[src/sv/glmr_pkg.sv]
package glmr_pkg;

    localparam int HEIGHT_W      = 4;
    localparam int SUM_W         = 18;
    localparam int CNT_W         = 15;
    localparam int SLOT_COUNT    = 3;
    localparam int DEF_MAX_WIDTH = 128;

    // Per-cell control handed from the scan stage to the judging stage
    typedef struct packed {
        logic [HEIGHT_W-1:0] height;
        logic                col_ge1;    // a cell to the left exists
        logic                col_ge2;    // two cells to the left exist
        logic                row_end;
        logic                frame_end;
        logic                has_prev;   // a row above exists
        logic                has_prev2;  // two rows above exist
    } t_cell_info;

    // Frame totals: settled rows plus the provisional tally of the final row
    typedef struct packed {
        logic [SUM_W-1:0] sum;
        logic [CNT_W-1:0] cnt;
        logic [SUM_W-1:0] row_sum;
        logic [CNT_W-1:0] row_cnt;
    } t_frame;

    function automatic logic [SUM_W-1:0] sat_sum(input logic [SUM_W-1:0] a,
                                                 input logic [SUM_W-1:0] b);
        logic [SUM_W:0] t;
        t = {1'b0, a} + {1'b0, b};
        return t[SUM_W] ? {SUM_W{1'b1}} : t[SUM_W-1:0];
    endfunction

    function automatic logic [CNT_W-1:0] sat_cnt(input logic [CNT_W-1:0] a,
                                                 input logic [CNT_W-1:0] b);
        logic [CNT_W:0] t;
        t = {1'b0, a} + {1'b0, b};
        return t[CNT_W] ? {CNT_W{1'b1}} : t[CNT_W-1:0];
    endfunction

endpackage

[src/sv/glmr_ifs.sv]
interface glmr_cell_if;
    logic                          valid;
    logic                          ready;
    logic [glmr_pkg::HEIGHT_W-1:0] height;
    logic                          end_of_row;
    logic                          last_row;

    modport source (output valid, height, end_of_row, last_row, input ready);
    modport sink   (input valid, height, end_of_row, last_row, output ready);
endinterface

interface glmr_risk_if;
    logic                       valid;
    logic                       ready;
    logic [glmr_pkg::SUM_W-1:0] risk_sum;
    logic [glmr_pkg::CNT_W-1:0] minima_count;

    modport source (output valid, risk_sum, minima_count, input ready);
    modport sink   (input valid, risk_sum, minima_count, output ready);
endinterface

[src/sv/glmr_ram.sv]
module glmr_ram #(
    parameter int W     = 4,
    parameter int DEPTH = 384,
    localparam int AW   = $clog2(DEPTH)
) (
    input  logic          i_clk,
    input  logic          i_we,
    input  logic [AW-1:0] i_waddr,
    input  logic [W-1:0]  i_wdata,
    input  logic          i_re,
    input  logic [AW-1:0] i_raddr_a,
    input  logic [AW-1:0] i_raddr_b,
    output logic [W-1:0]  o_rdata_a,
    output logic [W-1:0]  o_rdata_b
);

    logic [W-1:0] r_mem [DEPTH];
    logic [W-1:0] r_rdata_a;
    logic [W-1:0] r_rdata_b;

    always_ff @(posedge i_clk) begin
        if (i_we) begin
            r_mem[i_waddr] <= i_wdata;
        end
        if (i_re) begin
            r_rdata_a <= r_mem[i_raddr_a];
            r_rdata_b <= r_mem[i_raddr_b];
        end
    end

    assign o_rdata_a = r_rdata_a;
    assign o_rdata_b = r_rdata_b;

endmodule

[src/sv/glmr_scan.sv]
module glmr_scan #(
    parameter int MAX_WIDTH = glmr_pkg::DEF_MAX_WIDTH,
    localparam int AW       = $clog2(glmr_pkg::SLOT_COUNT * MAX_WIDTH)
) (
    input  logic                          i_clk,
    input  logic                          i_rst_n,
    input  logic                          i_accept,
    input  logic [glmr_pkg::HEIGHT_W-1:0] i_height,
    input  logic                          i_end_of_row,
    input  logic                          i_last_row,
    output logic [AW-1:0]                 o_waddr,
    output logic [AW-1:0]                 o_raddr_prev,
    output logic [AW-1:0]                 o_raddr_up,
    output glmr_pkg::t_cell_info          o_info
);

    localparam int CW = $clog2(MAX_WIDTH);
    localparam int WW = $clog2(MAX_WIDTH + 1);
    localparam logic [AW-1:0] BASE1 = AW'(MAX_WIDTH);
    localparam logic [AW-1:0] BASE2 = AW'(2 * MAX_WIDTH);
    localparam logic [2:0]    SLOT0 = 3'b001;

    logic [CW-1:0] r_col,   n_col;
    logic [1:0]    r_rows,  n_rows;   // rows finished, saturating at two
    logic [WW-1:0] r_width, n_width;
    logic [2:0]    r_slot,  n_slot;   // one-hot row slot being written

    logic [WW-1:0] w_col_p1;
    logic          w_first;
    logic          w_row_end;
    logic [2:0]    w_slot_prev;
    logic [2:0]    w_slot_up;

    function automatic logic [AW-1:0] f_base(input logic [2:0] s);
        return ({AW{s[1]}} & BASE1) | ({AW{s[2]}} & BASE2);
    endfunction

    assign w_col_p1    = WW'(r_col) + WW'(1);
    assign w_first     = (r_rows == 2'd0);
    assign w_row_end   = w_first ? (i_end_of_row || (w_col_p1 == WW'(MAX_WIDTH)))
                                 : (w_col_p1 >= r_width);
    assign w_slot_prev = {r_slot[0], r_slot[2:1]};
    assign w_slot_up   = {r_slot[1:0], r_slot[2]};

    assign o_waddr      = f_base(r_slot) + AW'(r_col);
    assign o_raddr_prev = f_base(w_slot_prev) + AW'(r_col);
    assign o_raddr_up   = f_base(w_slot_up) + AW'(r_col);

    always_comb begin
        o_info.height    = i_height;
        o_info.col_ge1   = (r_col != '0);
        o_info.col_ge2   = (r_col > CW'(1));
        o_info.row_end   = w_row_end;
        o_info.frame_end = w_row_end && i_last_row;
        o_info.has_prev  = !w_first;
        o_info.has_prev2 = r_rows[1];
    end

    always_comb begin
        n_col   = r_col;
        n_rows  = r_rows;
        n_width = r_width;
        n_slot  = r_slot;
        if (i_accept) begin
            if (!w_row_end) begin
                n_col = CW'(w_col_p1);
            end else if (i_last_row) begin
                n_col   = '0;
                n_rows  = 2'd0;
                n_width = '0;
                n_slot  = SLOT0;
            end else begin
                n_col  = '0;
                n_slot = w_slot_up;
                if (!r_rows[1]) begin
                    n_rows = r_rows + 2'd1;
                end
                if (w_first) begin
                    n_width = w_col_p1;
                end
            end
        end
    end

    always_ff @(posedge i_clk) begin
        if (!i_rst_n) begin
            r_col   <= '0;
            r_rows  <= 2'd0;
            r_width <= '0;
            r_slot  <= SLOT0;
        end else begin
            r_col   <= n_col;
            r_rows  <= n_rows;
            r_width <= n_width;
            r_slot  <= n_slot;
        end
    end

    a_slot_onehot: assert property (@(posedge i_clk) disable iff (!i_rst_n)
        $onehot(r_slot))
        else $error("row slot pointer lost its one-hot form");

    a_col_in_row: assert property (@(posedge i_clk) disable iff (!i_rst_n)
        (r_rows != 2'd0) |-> (w_col_p1 <= r_width))
        else $error("column ran past the row width");

endmodule

[src/sv/glmr_judge.sv]
module glmr_judge (
    input  logic                          i_clk,
    input  logic                          i_rst_n,
    input  logic                          i_load,
    input  glmr_pkg::t_cell_info          i_info,
    input  logic [glmr_pkg::HEIGHT_W-1:0] i_rd_prev,
    input  logic [glmr_pkg::HEIGHT_W-1:0] i_rd_up,
    input  logic                          i_s2_free,
    output logic                          o_busy,
    output logic                          o_frame_valid,
    output glmr_pkg::t_frame              o_frame
);

    localparam int HW = glmr_pkg::HEIGHT_W;
    localparam int SW = glmr_pkg::SUM_W;
    localparam int NW = glmr_pkg::CNT_W;

    logic                 r_valid;
    glmr_pkg::t_cell_info r_info;

    // Sliding window: p = row above, u = two rows above, c = current row
    logic [HW-1:0] r_p1, r_p2, r_u1, r_c1, r_c2;

    logic [SW-1:0] r_sum, n_sum, r_row_sum, n_row_sum;
    logic [NW-1:0] r_cnt, n_cnt, r_row_cnt, n_row_cnt;

    logic          w_retire;
    logic          w_fa, w_fb, w_fc, w_fd;
    logic [HW:0]   w_ia, w_ib, w_ic, w_id;
    logic [SW-1:0] w_row_base;
    logic [NW-1:0] w_row_cbase;

    function automatic logic f_is_min(
        input logic [HW-1:0] v,
        input logic [HW-1:0] up,    input logic up_ok,
        input logic [HW-1:0] left,  input logic left_ok,
        input logic [HW-1:0] right, input logic right_ok,
        input logic [HW-1:0] down,  input logic down_ok
    );
        return (!up_ok || v < up) && (!left_ok || v < left) &&
               (!right_ok || v < right) && (!down_ok || v < down);
    endfunction

    assign o_busy   = r_valid && r_info.frame_end && !i_s2_free;
    assign w_retire = r_valid && !o_busy;

    // Row above, cell to the left of the current column
    assign w_fa = r_info.has_prev && r_info.col_ge1 &&
                  f_is_min(r_p1, r_u1, r_info.has_prev2, r_p2, r_info.col_ge2,
                           i_rd_prev, 1'b1, r_c1, 1'b1);
    // Row above, last cell of the row
    assign w_fb = r_info.has_prev && r_info.row_end &&
                  f_is_min(i_rd_prev, i_rd_up, r_info.has_prev2, r_p1, r_info.col_ge1,
                           r_p1, 1'b0, r_info.height, 1'b1);
    // Current row, provisional (no row below), cell to the left
    assign w_fc = r_info.col_ge1 &&
                  f_is_min(r_c1, r_p1, r_info.has_prev, r_c2, r_info.col_ge2,
                           r_info.height, 1'b1, r_c1, 1'b0);
    // Current row, provisional, last cell of the row
    assign w_fd = r_info.row_end &&
                  f_is_min(r_info.height, i_rd_prev, r_info.has_prev, r_c1, r_info.col_ge1,
                           r_c1, 1'b0, r_c1, 1'b0);

    assign w_ia = w_fa ? ((HW + 1)'(r_p1) + (HW + 1)'(1)) : '0;
    assign w_ib = w_fb ? ((HW + 1)'(i_rd_prev) + (HW + 1)'(1)) : '0;
    assign w_ic = w_fc ? ((HW + 1)'(r_c1) + (HW + 1)'(1)) : '0;
    assign w_id = w_fd ? ((HW + 1)'(r_info.height) + (HW + 1)'(1)) : '0;

    // Provisional tally restarts with each row
    assign w_row_base  = r_info.col_ge1 ? r_row_sum : '0;
    assign w_row_cbase = r_info.col_ge1 ? r_row_cnt : '0;

    always_comb begin
        n_sum     = glmr_pkg::sat_sum(r_sum, SW'(w_ia) + SW'(w_ib));
        n_cnt     = glmr_pkg::sat_cnt(r_cnt, NW'(w_fa) + NW'(w_fb));
        n_row_sum = glmr_pkg::sat_sum(w_row_base, SW'(w_ic) + SW'(w_id));
        n_row_cnt = glmr_pkg::sat_cnt(w_row_cbase, NW'(w_fc) + NW'(w_fd));
    end

    assign o_frame_valid   = w_retire && r_info.frame_end;
    assign o_frame.sum     = n_sum;
    assign o_frame.cnt     = n_cnt;
    assign o_frame.row_sum = n_row_sum;
    assign o_frame.row_cnt = n_row_cnt;

    always_ff @(posedge i_clk) begin
        if (!i_rst_n) begin
            r_valid   <= 1'b0;
            r_sum     <= '0;
            r_cnt     <= '0;
            r_row_sum <= '0;
            r_row_cnt <= '0;
        end else begin
            if (i_load) begin
                r_valid <= 1'b1;
            end else if (w_retire) begin
                r_valid <= 1'b0;
            end
            if (w_retire) begin
                r_sum     <= r_info.frame_end ? '0 : n_sum;
                r_cnt     <= r_info.frame_end ? '0 : n_cnt;
                r_row_sum <= n_row_sum;
                r_row_cnt <= n_row_cnt;
            end
        end
    end

    always_ff @(posedge i_clk) begin
        if (i_load) begin
            r_info <= i_info;
        end
        if (w_retire) begin
            r_p2 <= r_p1;
            r_p1 <= i_rd_prev;
            r_u1 <= i_rd_up;
            r_c2 <= r_c1;
            r_c1 <= r_info.height;
        end
    end

    a_no_overrun: assert property (@(posedge i_clk) disable iff (!i_rst_n)
        i_load |-> (!r_valid || w_retire))
        else $error("new beat loaded over a stalled one");

endmodule

[src/sv/grid_local_minimum_risk_sum_top.sv]
// Channel   Dir  Payload                          Beat
// i_cell    in   height[3:0] end_of_row last_row  one map cell, row-major
// o_risk    out  risk_sum[17:0] minima_count[14:0] one total per frame
//
// One cell per clock while i_cell.ready is high: a beat is written to the line
// memory and its two upper neighbours are read in the accept cycle; judging follows in the next cycle.
// A frame total reaches o_risk through the hold stage and the output register.
// Synchronous active-low reset clears the control state only; the line memory
// is read only where the current frame has written it, so it is never cleared.
// i_cell.ready drops only when a frame-end beat waits behind two untaken totals.
module grid_local_minimum_risk_sum_top #(
    parameter int MAX_WIDTH = glmr_pkg::DEF_MAX_WIDTH
) (
    input  logic  i_clk,
    input  logic  i_rst_n,
    glmr_cell_if.sink   i_cell,
    glmr_risk_if.source o_risk
);

    localparam int DEPTH = glmr_pkg::SLOT_COUNT * MAX_WIDTH;
    localparam int AW    = $clog2(DEPTH);
    localparam int HW    = glmr_pkg::HEIGHT_W;

    logic                 w_accept;
    logic [AW-1:0]        w_waddr, w_raddr_prev, w_raddr_up;
    logic [HW-1:0]        w_rd_prev, w_rd_up;
    glmr_pkg::t_cell_info w_info;

    logic                 w_busy;
    logic                 w_frame_valid;
    glmr_pkg::t_frame     w_frame;
    logic                 w_s2_free;
    logic                 w_out_load;

    // Frame hold stage: totals wait here for the final add
    logic                 r_f_valid;
    glmr_pkg::t_frame     r_f;

    // Output register
    logic                       r_o_valid;
    logic [glmr_pkg::SUM_W-1:0] r_o_sum;
    logic [glmr_pkg::CNT_W-1:0] r_o_cnt;

    assign i_cell.ready = !w_busy;
    assign w_accept     = i_cell.valid && i_cell.ready;

    glmr_scan #(
        .MAX_WIDTH (MAX_WIDTH)
    ) u_scan (
        .i_clk        (i_clk),
        .i_rst_n      (i_rst_n),
        .i_accept     (w_accept),
        .i_height     (i_cell.height),
        .i_end_of_row (i_cell.end_of_row),
        .i_last_row   (i_cell.last_row),
        .o_waddr      (w_waddr),
        .o_raddr_prev (w_raddr_prev),
        .o_raddr_up   (w_raddr_up),
        .o_info       (w_info)
    );

    // Writes go to the current row's slot, reads to the two rows above:
    // never the same entry in one cycle.
    glmr_ram #(
        .W     (HW),
        .DEPTH (DEPTH)
    ) u_line_mem (
        .i_clk     (i_clk),
        .i_we      (w_accept),
        .i_waddr   (w_waddr),
        .i_wdata   (i_cell.height),
        .i_re      (w_accept),
        .i_raddr_a (w_raddr_prev),
        .i_raddr_b (w_raddr_up),
        .o_rdata_a (w_rd_prev),
        .o_rdata_b (w_rd_up)
    );

    glmr_judge u_judge (
        .i_clk         (i_clk),
        .i_rst_n       (i_rst_n),
        .i_load        (w_accept),
        .i_info        (w_info),
        .i_rd_prev     (w_rd_prev),
        .i_rd_up       (w_rd_up),
        .i_s2_free     (w_s2_free),
        .o_busy        (w_busy),
        .o_frame_valid (w_frame_valid),
        .o_frame       (w_frame)
    );

    assign w_out_load = r_f_valid && (!r_o_valid || o_risk.ready);
    assign w_s2_free  = !r_f_valid || w_out_load;

    always_ff @(posedge i_clk) begin
        if (!i_rst_n) begin
            r_f_valid <= 1'b0;
            r_o_valid <= 1'b0;
        end else begin
            r_f_valid <= w_frame_valid || (r_f_valid && !w_out_load);
            r_o_valid <= w_out_load || (r_o_valid && !o_risk.ready);
        end
    end

    // Final row's provisional minima join the settled total, saturating
    always_ff @(posedge i_clk) begin
        if (w_frame_valid) begin
            r_f <= w_frame;
        end
        if (w_out_load) begin
            r_o_sum <= glmr_pkg::sat_sum(r_f.sum, r_f.row_sum);
            r_o_cnt <= glmr_pkg::sat_cnt(r_f.cnt, r_f.row_cnt);
        end
    end

    assign o_risk.valid        = r_o_valid;
    assign o_risk.risk_sum     = r_o_sum;
    assign o_risk.minima_count = r_o_cnt;

    a_hold_not_overwritten: assert property (@(posedge i_clk) disable iff (!i_rst_n)
        w_frame_valid |-> (!r_f_valid || w_out_load))
        else $error("frame total overwrote one still held");

    a_out_from_hold: assert property (@(posedge i_clk) disable iff (!i_rst_n)
        $rose(r_o_valid) |-> $past(r_f_valid))
        else $error("result shown without a held frame total");

endmodule

[src/flat_wrapper.sv]
// flat-port wrapper written by rule: the top's interface ports become plain ports
module grid_local_minimum_risk_sum_top_flat 
#(
    parameter int MAX_WIDTH = glmr_pkg::DEF_MAX_WIDTH
)
  (i_clk, i_rst_n, i_cell_valid, i_cell_height, i_cell_end_of_row, i_cell_last_row, i_cell_ready, o_risk_valid, o_risk_risk_sum, o_risk_minima_count, o_risk_ready);
  glmr_cell_if i_cell_i ();
  glmr_risk_if o_risk_i ();
  input  logic i_clk;
  input  logic i_rst_n;
  input wire logic [$bits(i_cell_i.valid)-1:0] i_cell_valid;
  input wire logic [$bits(i_cell_i.height)-1:0] i_cell_height;
  input wire logic [$bits(i_cell_i.end_of_row)-1:0] i_cell_end_of_row;
  input wire logic [$bits(i_cell_i.last_row)-1:0] i_cell_last_row;
  output wire logic [$bits(i_cell_i.ready)-1:0] i_cell_ready;
  output wire logic [$bits(o_risk_i.valid)-1:0] o_risk_valid;
  output wire logic [$bits(o_risk_i.risk_sum)-1:0] o_risk_risk_sum;
  output wire logic [$bits(o_risk_i.minima_count)-1:0] o_risk_minima_count;
  input wire logic [$bits(o_risk_i.ready)-1:0] o_risk_ready;
  assign i_cell_i.valid = i_cell_valid;
  assign i_cell_i.height = i_cell_height;
  assign i_cell_i.end_of_row = i_cell_end_of_row;
  assign i_cell_i.last_row = i_cell_last_row;
  assign i_cell_ready = i_cell_i.ready;
  assign o_risk_valid = o_risk_i.valid;
  assign o_risk_risk_sum = o_risk_i.risk_sum;
  assign o_risk_minima_count = o_risk_i.minima_count;
  assign o_risk_i.ready = o_risk_ready;
  grid_local_minimum_risk_sum_top #(.MAX_WIDTH(MAX_WIDTH)) u_core (.i_clk(i_clk), .i_rst_n(i_rst_n), .i_cell(i_cell_i), .o_risk(o_risk_i));
endmodule
[config.mk]
export PLATFORM = sky130hd
export DESIGN_NAME = grid_local_minimum_risk_sum_top_flat
export DESIGN_NICKNAME = d
export VERILOG_FILES = /design/src/sv/glmr_pkg.sv /design/src/sv/glmr_ifs.sv /design/src/sv/glmr_ram.sv /design/src/sv/glmr_scan.sv /design/src/sv/glmr_judge.sv /design/src/sv/grid_local_minimum_risk_sum_top.sv /design/src/flat_wrapper.sv
export SDC_FILE = /design/constraint.sdc
export NUM_CORES = 2
export LEC_CHECK = 0
export ABC_AREA = 1
export ABC_CLOCK_PERIOD_IN_PS = 6700
export BUFFER_PORTS_ARGS = -buffer_cell sky130_fd_sc_hd__buf_2
export CORE_MARGIN = 2
export CORE_UTILIZATION = 25
export CTS_BUF_LIST = sky130_fd_sc_hd__clkbuf_16
export DETAILED_ROUTE_END_ITERATION = 12
export PLACE_DENSITY_LB_ADDON = 0.12
export SKIP_CTS_REPAIR_TIMING = 1
export SLEW_MARGIN = 25
export SYNTH_ARGS = -nofsm -noshare
export SYNTH_HDL_FRONTEND = slang
export SYNTH_HIERARCHICAL = 1
export SYNTH_SLANG_ARGS = --single-unit
[constraint.sdc]
create_clock -name i_clk -period 6.7 [get_ports i_clk]
set_input_delay 0.335 -clock i_clk [delete_from_list [all_inputs] [get_ports i_clk]]
set_output_delay 0.335 -clock i_clk [all_outputs]
set_load 0.02 [all_outputs]
# Word-level counts from Yosys, hierarchy flattened
# Memories as Yosys holds them, arrays and structs flattened. A register that Yosys moved wholly into a read port is not among the register bits.
# Index checks and enable logic that the tools add are counted.
totals:
  latchBits: 0
  romBits: 0
  memories: 1
  in_bits: 10
  word_cells: 146
  reg_bits: 218
  output_inout_bits: 35
  ramBits: 1536
memory_table:
  columns: ["memory", "words", "width", "read_ports", "rd_ports_with_merged_regs", "wr", "line_no", "rtl"]
  rows:
  - ["u_core.u_line_mem.r_mem", 384, 4, 2, 2, 1, "glmr_ram.sv:17", "logic [W-1:0] r_mem [DEPTH];"]
op_classes:
  shifts: 0
  mul: 0
  reduce_logical: 54
  n_addsub: 19
  n_div: 0
  n_bitwise: 3
  magnitude_cmp: 14
  n_eq_ne: 2
  n_mux: 23
op_table:
  columns: ["operator", "n"]
  rows:
  - ["2-to-1 mux 18 bit", 4]
  - ["2-to-1 mux 15 bit", 4]
  - ["less-than comparator 4 bit", 12]
  - ["adder 18 x 6 -> 19 bit", 2]
  - ["adder 15 x 2 -> 16 bit", 2]
  - ["adder 9 x 7 -> 9 bit", 3]
  - ["OR 8 x 9 -> 9 bit", 3]
  - ["logical AND 1 bit", 23]
  - ["adder 4 x 1 -> 5 bit (second input constant)", 4]
  - ["2-to-1 mux 5 bit", 4]
  - ["adder 18 x 18 -> 19 bit", 1]
  - ["adder 15 x 15 -> 16 bit", 1]
  - ["2-to-1 mux 8 bit", 2]
  - ["logical OR 1 bit", 13]
  - ["adder 5 x 5 -> 6 bit", 2]
  - ["zero test 1 bit", 11]
  - ["adder 7 x 1 -> 8 bit (second input constant)", 1]
  - ["== test 8 bit (second input constant)", 1]
  - [">= comparator 8 bit", 1]
  - ["> comparator 7 x 1 -> 1 bit (second input constant)", 1]
  - ["2-to-1 mux 7 bit", 1]
  - ["nonzero test 7 bit", 1]
  - ["AND reduction 3 bit", 2]
  - ["2-to-1 mux 1 bit", 5]
  - ["other kinds (8)", 11]

# Longest topological paths before layout
logic_depth:
  word_depth: 11
  depth_mapped: 24

# By module
# Netlist, hierarchy kept.
by_module_without_submodules:
  columns: ["mod", "n_inst", "cells_each", "area_each_um2", "seq_area_each_um2"]
  rows:
  - ["glmr_ram", 1, 8839, 78172.5, 46364.5]
  - ["glmr_judge", 1, 1030, 6977.9, 2242.2]
  - ["grid_local_minimum_risk_sum_top", 1, 488, 5101.1, 3012.9]
  - ["glmr_scan", 1, 216, 1477.7, 400.4]

# Worst setup path before layout
# Ideal clock, no wire load.
synth_timing:
  path_type: "register to register"
  from: "register u_core.r_o_valid, in the netlist u_core/o_risk.valid"
  to: "register u_core/r_f[0] (netlist bit), enable pin"
  setup_slack_ns: 2.157
  setup_time_ns: 0.492
  stages_incl_launch_ff: 8
  arrival_time_ns: 4.051
  path_cell_list: "dfxtp_1 -> nand3_1 -> nor3_2 -> nor2_2 -> inv_2 -> buf_4 -> clkbuf_1 -> nor2_1"
synth_between:
  elab_chain_cells: 9
synth_lines:
  columns: ["element", "line_no", "rtl"]
  rows:
  - ["start: declaration", "grid_local_minimum_risk_sum_top.sv:40", "logic r_o_valid;"]
  - ["start signal: assignment", "grid_local_minimum_risk_sum_top.sv:101", "r_o_valid <= w_out_load || (r_o_valid && !o_risk.ready);"]
  - ["zero test 1 bit", "grid_local_minimum_risk_sum_top.sv:92", "assign w_out_load = r_f_valid && (!r_o_valid || o_risk.ready);"]
  - ["logical OR 1 bit", "grid_local_minimum_risk_sum_top.sv:92", null]
  - ["logical AND 1 bit", "grid_local_minimum_risk_sum_top.sv:92", null]
  - ["logical OR 1 bit", "grid_local_minimum_risk_sum_top.sv:93", "assign w_s2_free = !r_f_valid || w_out_load;"]
  - ["named net u_core.w_s2_free", "grid_local_minimum_risk_sum_top.sv:32", "logic w_s2_free;"]
  - ["zero test 1 bit", "glmr_judge.sv:44", "assign o_busy = r_valid && r_info.frame_end && !i_s2_free;"]
  - ["logical AND 1 bit", "glmr_judge.sv:44", null]
  - ["named net u_core.w_busy", "grid_local_minimum_risk_sum_top.sv:29", "logic w_busy;"]
  - ["zero test 1 bit", "glmr_judge.sv:45", "assign w_retire = r_valid && !o_busy;"]
  - ["logical AND 1 bit", "glmr_judge.sv:45", null]
  - ["logical AND 1 bit", "glmr_judge.sv:80", "assign o_frame_valid = w_retire && r_info.frame_end;"]
  - ["named net u_core.w_frame_valid", "grid_local_minimum_risk_sum_top.sv:30", "logic w_frame_valid;"]
  - ["end signal: assignment", "grid_local_minimum_risk_sum_top.sv:108", "r_f <= w_frame;"]
  - ["end: declaration", "grid_local_minimum_risk_sum_top.sv:37", "glmr_pkg::t_frame r_f;"]
# The timed path passes the listed nets, and every way through them passes these cells.
# A chain may end at the register's enable or synchronous reset.

==> results_dict.tcl <==
set metrics [dict create \
    outcome "completed" \
    detailedPlacementHpwl_um 204300 \
    chipHeight_um 609.7 \
    async_flop_share_pct 0 \
    crit_required_ns 7.35 \
    coreArea_um2 365500 \
    io-pin-count 45 \
    critical_path_class "reg -> reg" \
    max_slew_margin_pct 28.91 \
    dp_slack_ns 2.301 \
    ir_drop_uv 209.5 \
    numCtsBuffers 216 \
    synth_top_cell_by_area "edfxtp_1" \
    final.period_utilization_pct 65.40 \
    tns_ns 0 \
    cpMaxStageDelayCell "fa_1" \
    vias 75960 \
    setup_ws_ns 2.318 \
    cp.buffers_inverters 6 \
    hp-class "in -> reg" \
    period_needed_ns 4.382 \
    drt-initial-drc-count 7246 \
    power_mw 26.53 \
    cp-startpoint "u_core/u_line_mem/o_rdata_a[1]" \
    synth.distinct_cells 45 \
    insertion_delay_ns 0.93 \
    max_cap_viol_count 0 \
    port_buffers 44 \
    overflow 0 \
    yosys_warnings 6 \
    grtUsageTotal_pct 18.21 \
    worst_pin_slew_ns 1.064 \
    netlist_top_cells_area "edfxtp_1 (55%), nand2_1 (13%), nand3_1 (13%)" \
    ctsRootBufferMaster "clkbuf_16" \
    setup_viol 0 \
    min_from "i_cell_height[3]" \
    clk_path_buf_depth 4 \
    h-tree-depth 4 \
    synthTopCellsByCount "nand2_1 (3188), nand3_1 (2303), edfxtp_1 (1673)" \
    grt_max_degree 217 \
    syn_to_final_growth_pct 12.73 \
    dp.cells 14770 \
    p_per_area_nw_per_um2 256.5 \
    dieArea_um2 371800 \
    finalClockSkew_ns 0.08807 \
    num-nets-final 10300 \
    grt_pass1_wl_um 507900 \
    viasPerCell 5.005 \
    cp_max_fo 21 \
    power.leakage_nw 37.87 \
    power_switching_mw 6.604 \
    path_cells "inv_1 > ha_1 > inv_1 > nor2_1 > nor2_1 > o21ai_0 > nand2_1 > nand2_1 > nor2_1 > inv_1 > or2_2 > fa_1 > inv_1 > ha_1 > a21oi_1 > nand2_1 > nand2_1 > nand2_1 > nand3_2 > inv_1 > nor2_1 > inv_1" \
    max_freq_mhz 228.2 \
    cts.reportedPaths.clkPinSlew_ns 0.06 \
    p_int_mw 19.92 \
    grt_pass1_vias 74010 \
    wl_per_cell_um 23.01 \
    antenna_left 0 \
    hold_viol 0 \
    r2r_start "u_core/u_line_mem/o_rdata_a[1]" \
    clkPwrFrac_pct 45.9 \
    die_w_um 609.7 \
    power_frac_comb_pct 8.1 \
    synth_top_area_share_pct 54.77 \
    finalWeightedCongestion 0.8143 \
    synth_most_common_cell "nand2_1" \
    cpLargestDelayFamily "simple AND/OR/NAND/NOR gates" \
    crit_top_cell "inv_1" \
    swShare_pct 24.89 \
    antenna_found_initial 10 \
    arrival_ns 5.03 \
    avgSynthCellArea_um2 8.676 \
    drive_above_1_share_pct 5.726 \
    ys_ff_latch 1762 \
    cts_tree "done" \
    finalMaxSlewViolations 0 \
    rsz0062_at_grt "no" \
    hold_ws_ns 0.03193 \
    seq_area_frac_synth_pct 56.71 \
    synthFlopType "edfxtp_1" \
    clock_sinks 1762 \
    synth_nets 10690 \
    row_count 222 \
    fin_cells 15180 \
    synth_cells 10570 \
    dr.pass1.iters 6 \
    endpoint_kind "flip-flop" \
    syn_area_um2 91730 \
    cp-start-kind "flip-flop" \
    slowest_delay_ns 0.50 \
    drc 0 \
    synth-edff-count 1673 \
    wl_um 349200 \
    p_seq_share_pct 45.9 \
    initial_core_util_pct 25.09 \
    r2r_setup_slack_ns 2.32 \
]
==> layer usage <==
layer  routed length (um)  global-route usage (%)
met1               155300                   24.63
met2               163400                   30.26
met3                19770                   2.232
met4                10640                   5.629
met5                   11                       0
==> path summary, 6_finish.rpt <==
path	endpoint	depth (start not counted)
worst max-delay path	u_core/r_f[21]	22
worst min-delay path	u_core/u_line_mem/r_mem[61][3]	1
worst max register to register	u_core/r_f[21]	22
worst min register to register	u_core/u_scan/r_rows[0]	2
==> final cells by class <==
cell class | count | area (um^2)
clock inverters | 176 | 1775
multi-input cells | 7694 | 35070
inverters | 334 | 1309
fillers | 38270 | 262100
clock buffers | 218 | 5455
diodes | 4 | 10.01
well taps | 4816 | 6026
flip-flops and latches | 1762 | 52040
repair buffers | 173 | 1714
==> per-stage QoR <==
stage / utilization (%) / area [um^2]
after CTS: 28.26 / 103300
after global routing: 28.29 / 103400
after global placement: 26.27 / 96020
final: 28.29 / 103400
after floorplan: - / 91730
after detailed placement: 26.28 / 96070
==> sequential cells by signal, indices dropped and copies added (netlist names), 8 cells and up <==
register,count
u_core/o_risk.minima_count,15
u_core/o_risk.risk_sum,18
u_core/r_f,66
u_core/u_judge/r_cnt,15
u_core/u_judge/r_info,10
u_core/u_judge/r_row_cnt,15
u_core/u_judge/r_row_sum,18
u_core/u_judge/r_sum,18
u_core/u_line_mem/r_mem,1536
u_core/u_scan/r_width,8
==> power by group through the flow <==
| stage | registers, mW | clock network [mW] | logic [mW] |
|---|---|---|---|
| after floorplan | 12.4 | 0 | 1.38 |
| after global placement | 12.4 | 0 | 2.17 |
| after detailed placement | 12.4 | 0 | 2.17 |
| after CTS | 12.2 | 12.5 | 2.17 |
| after global routing | 12.2 | 12.9 | 2.41 |
| final | 12.2 | 12.2 | 2.16 |
==> cells by family after synthesis <==
group	synth area share [%]
compound gates	5.421
xor+xnor	0.3246
fa+ha+maj	1.550
buf+inv	5.279
flops	56.71
simple gates	30.72
==> cell usage in the layout, fill, tap and decap left out, types with 7 or more instances in the layout <==
cell and instances:
fa_1 16, nor3_1 17, o21ai_1 12, nand3b_1 9, a21oi_1 114, bufinv_16 36, nand4_1 28, nand2_1 3171
nor2_1 1019, or2_2 8, clkbuf_16 218, edfxtp_1 1673, ha_1 88, clkinv_2 30, inv_1 347, inv_2 14
nor2_2 12, dfxtp_1 82, nand3_1 2303, nand3_2 17, buf_12 36, buf_2 40, inv_6 7, buf_4 86
clkinvlp_4 7, o22ai_1 236, clkinv_1 55, nand2_4 11, xor2_1 28, nand2_2 22, nor3_2 7, o21ai_0 537
Note: power is estimated with default switching activity, not from simulation.
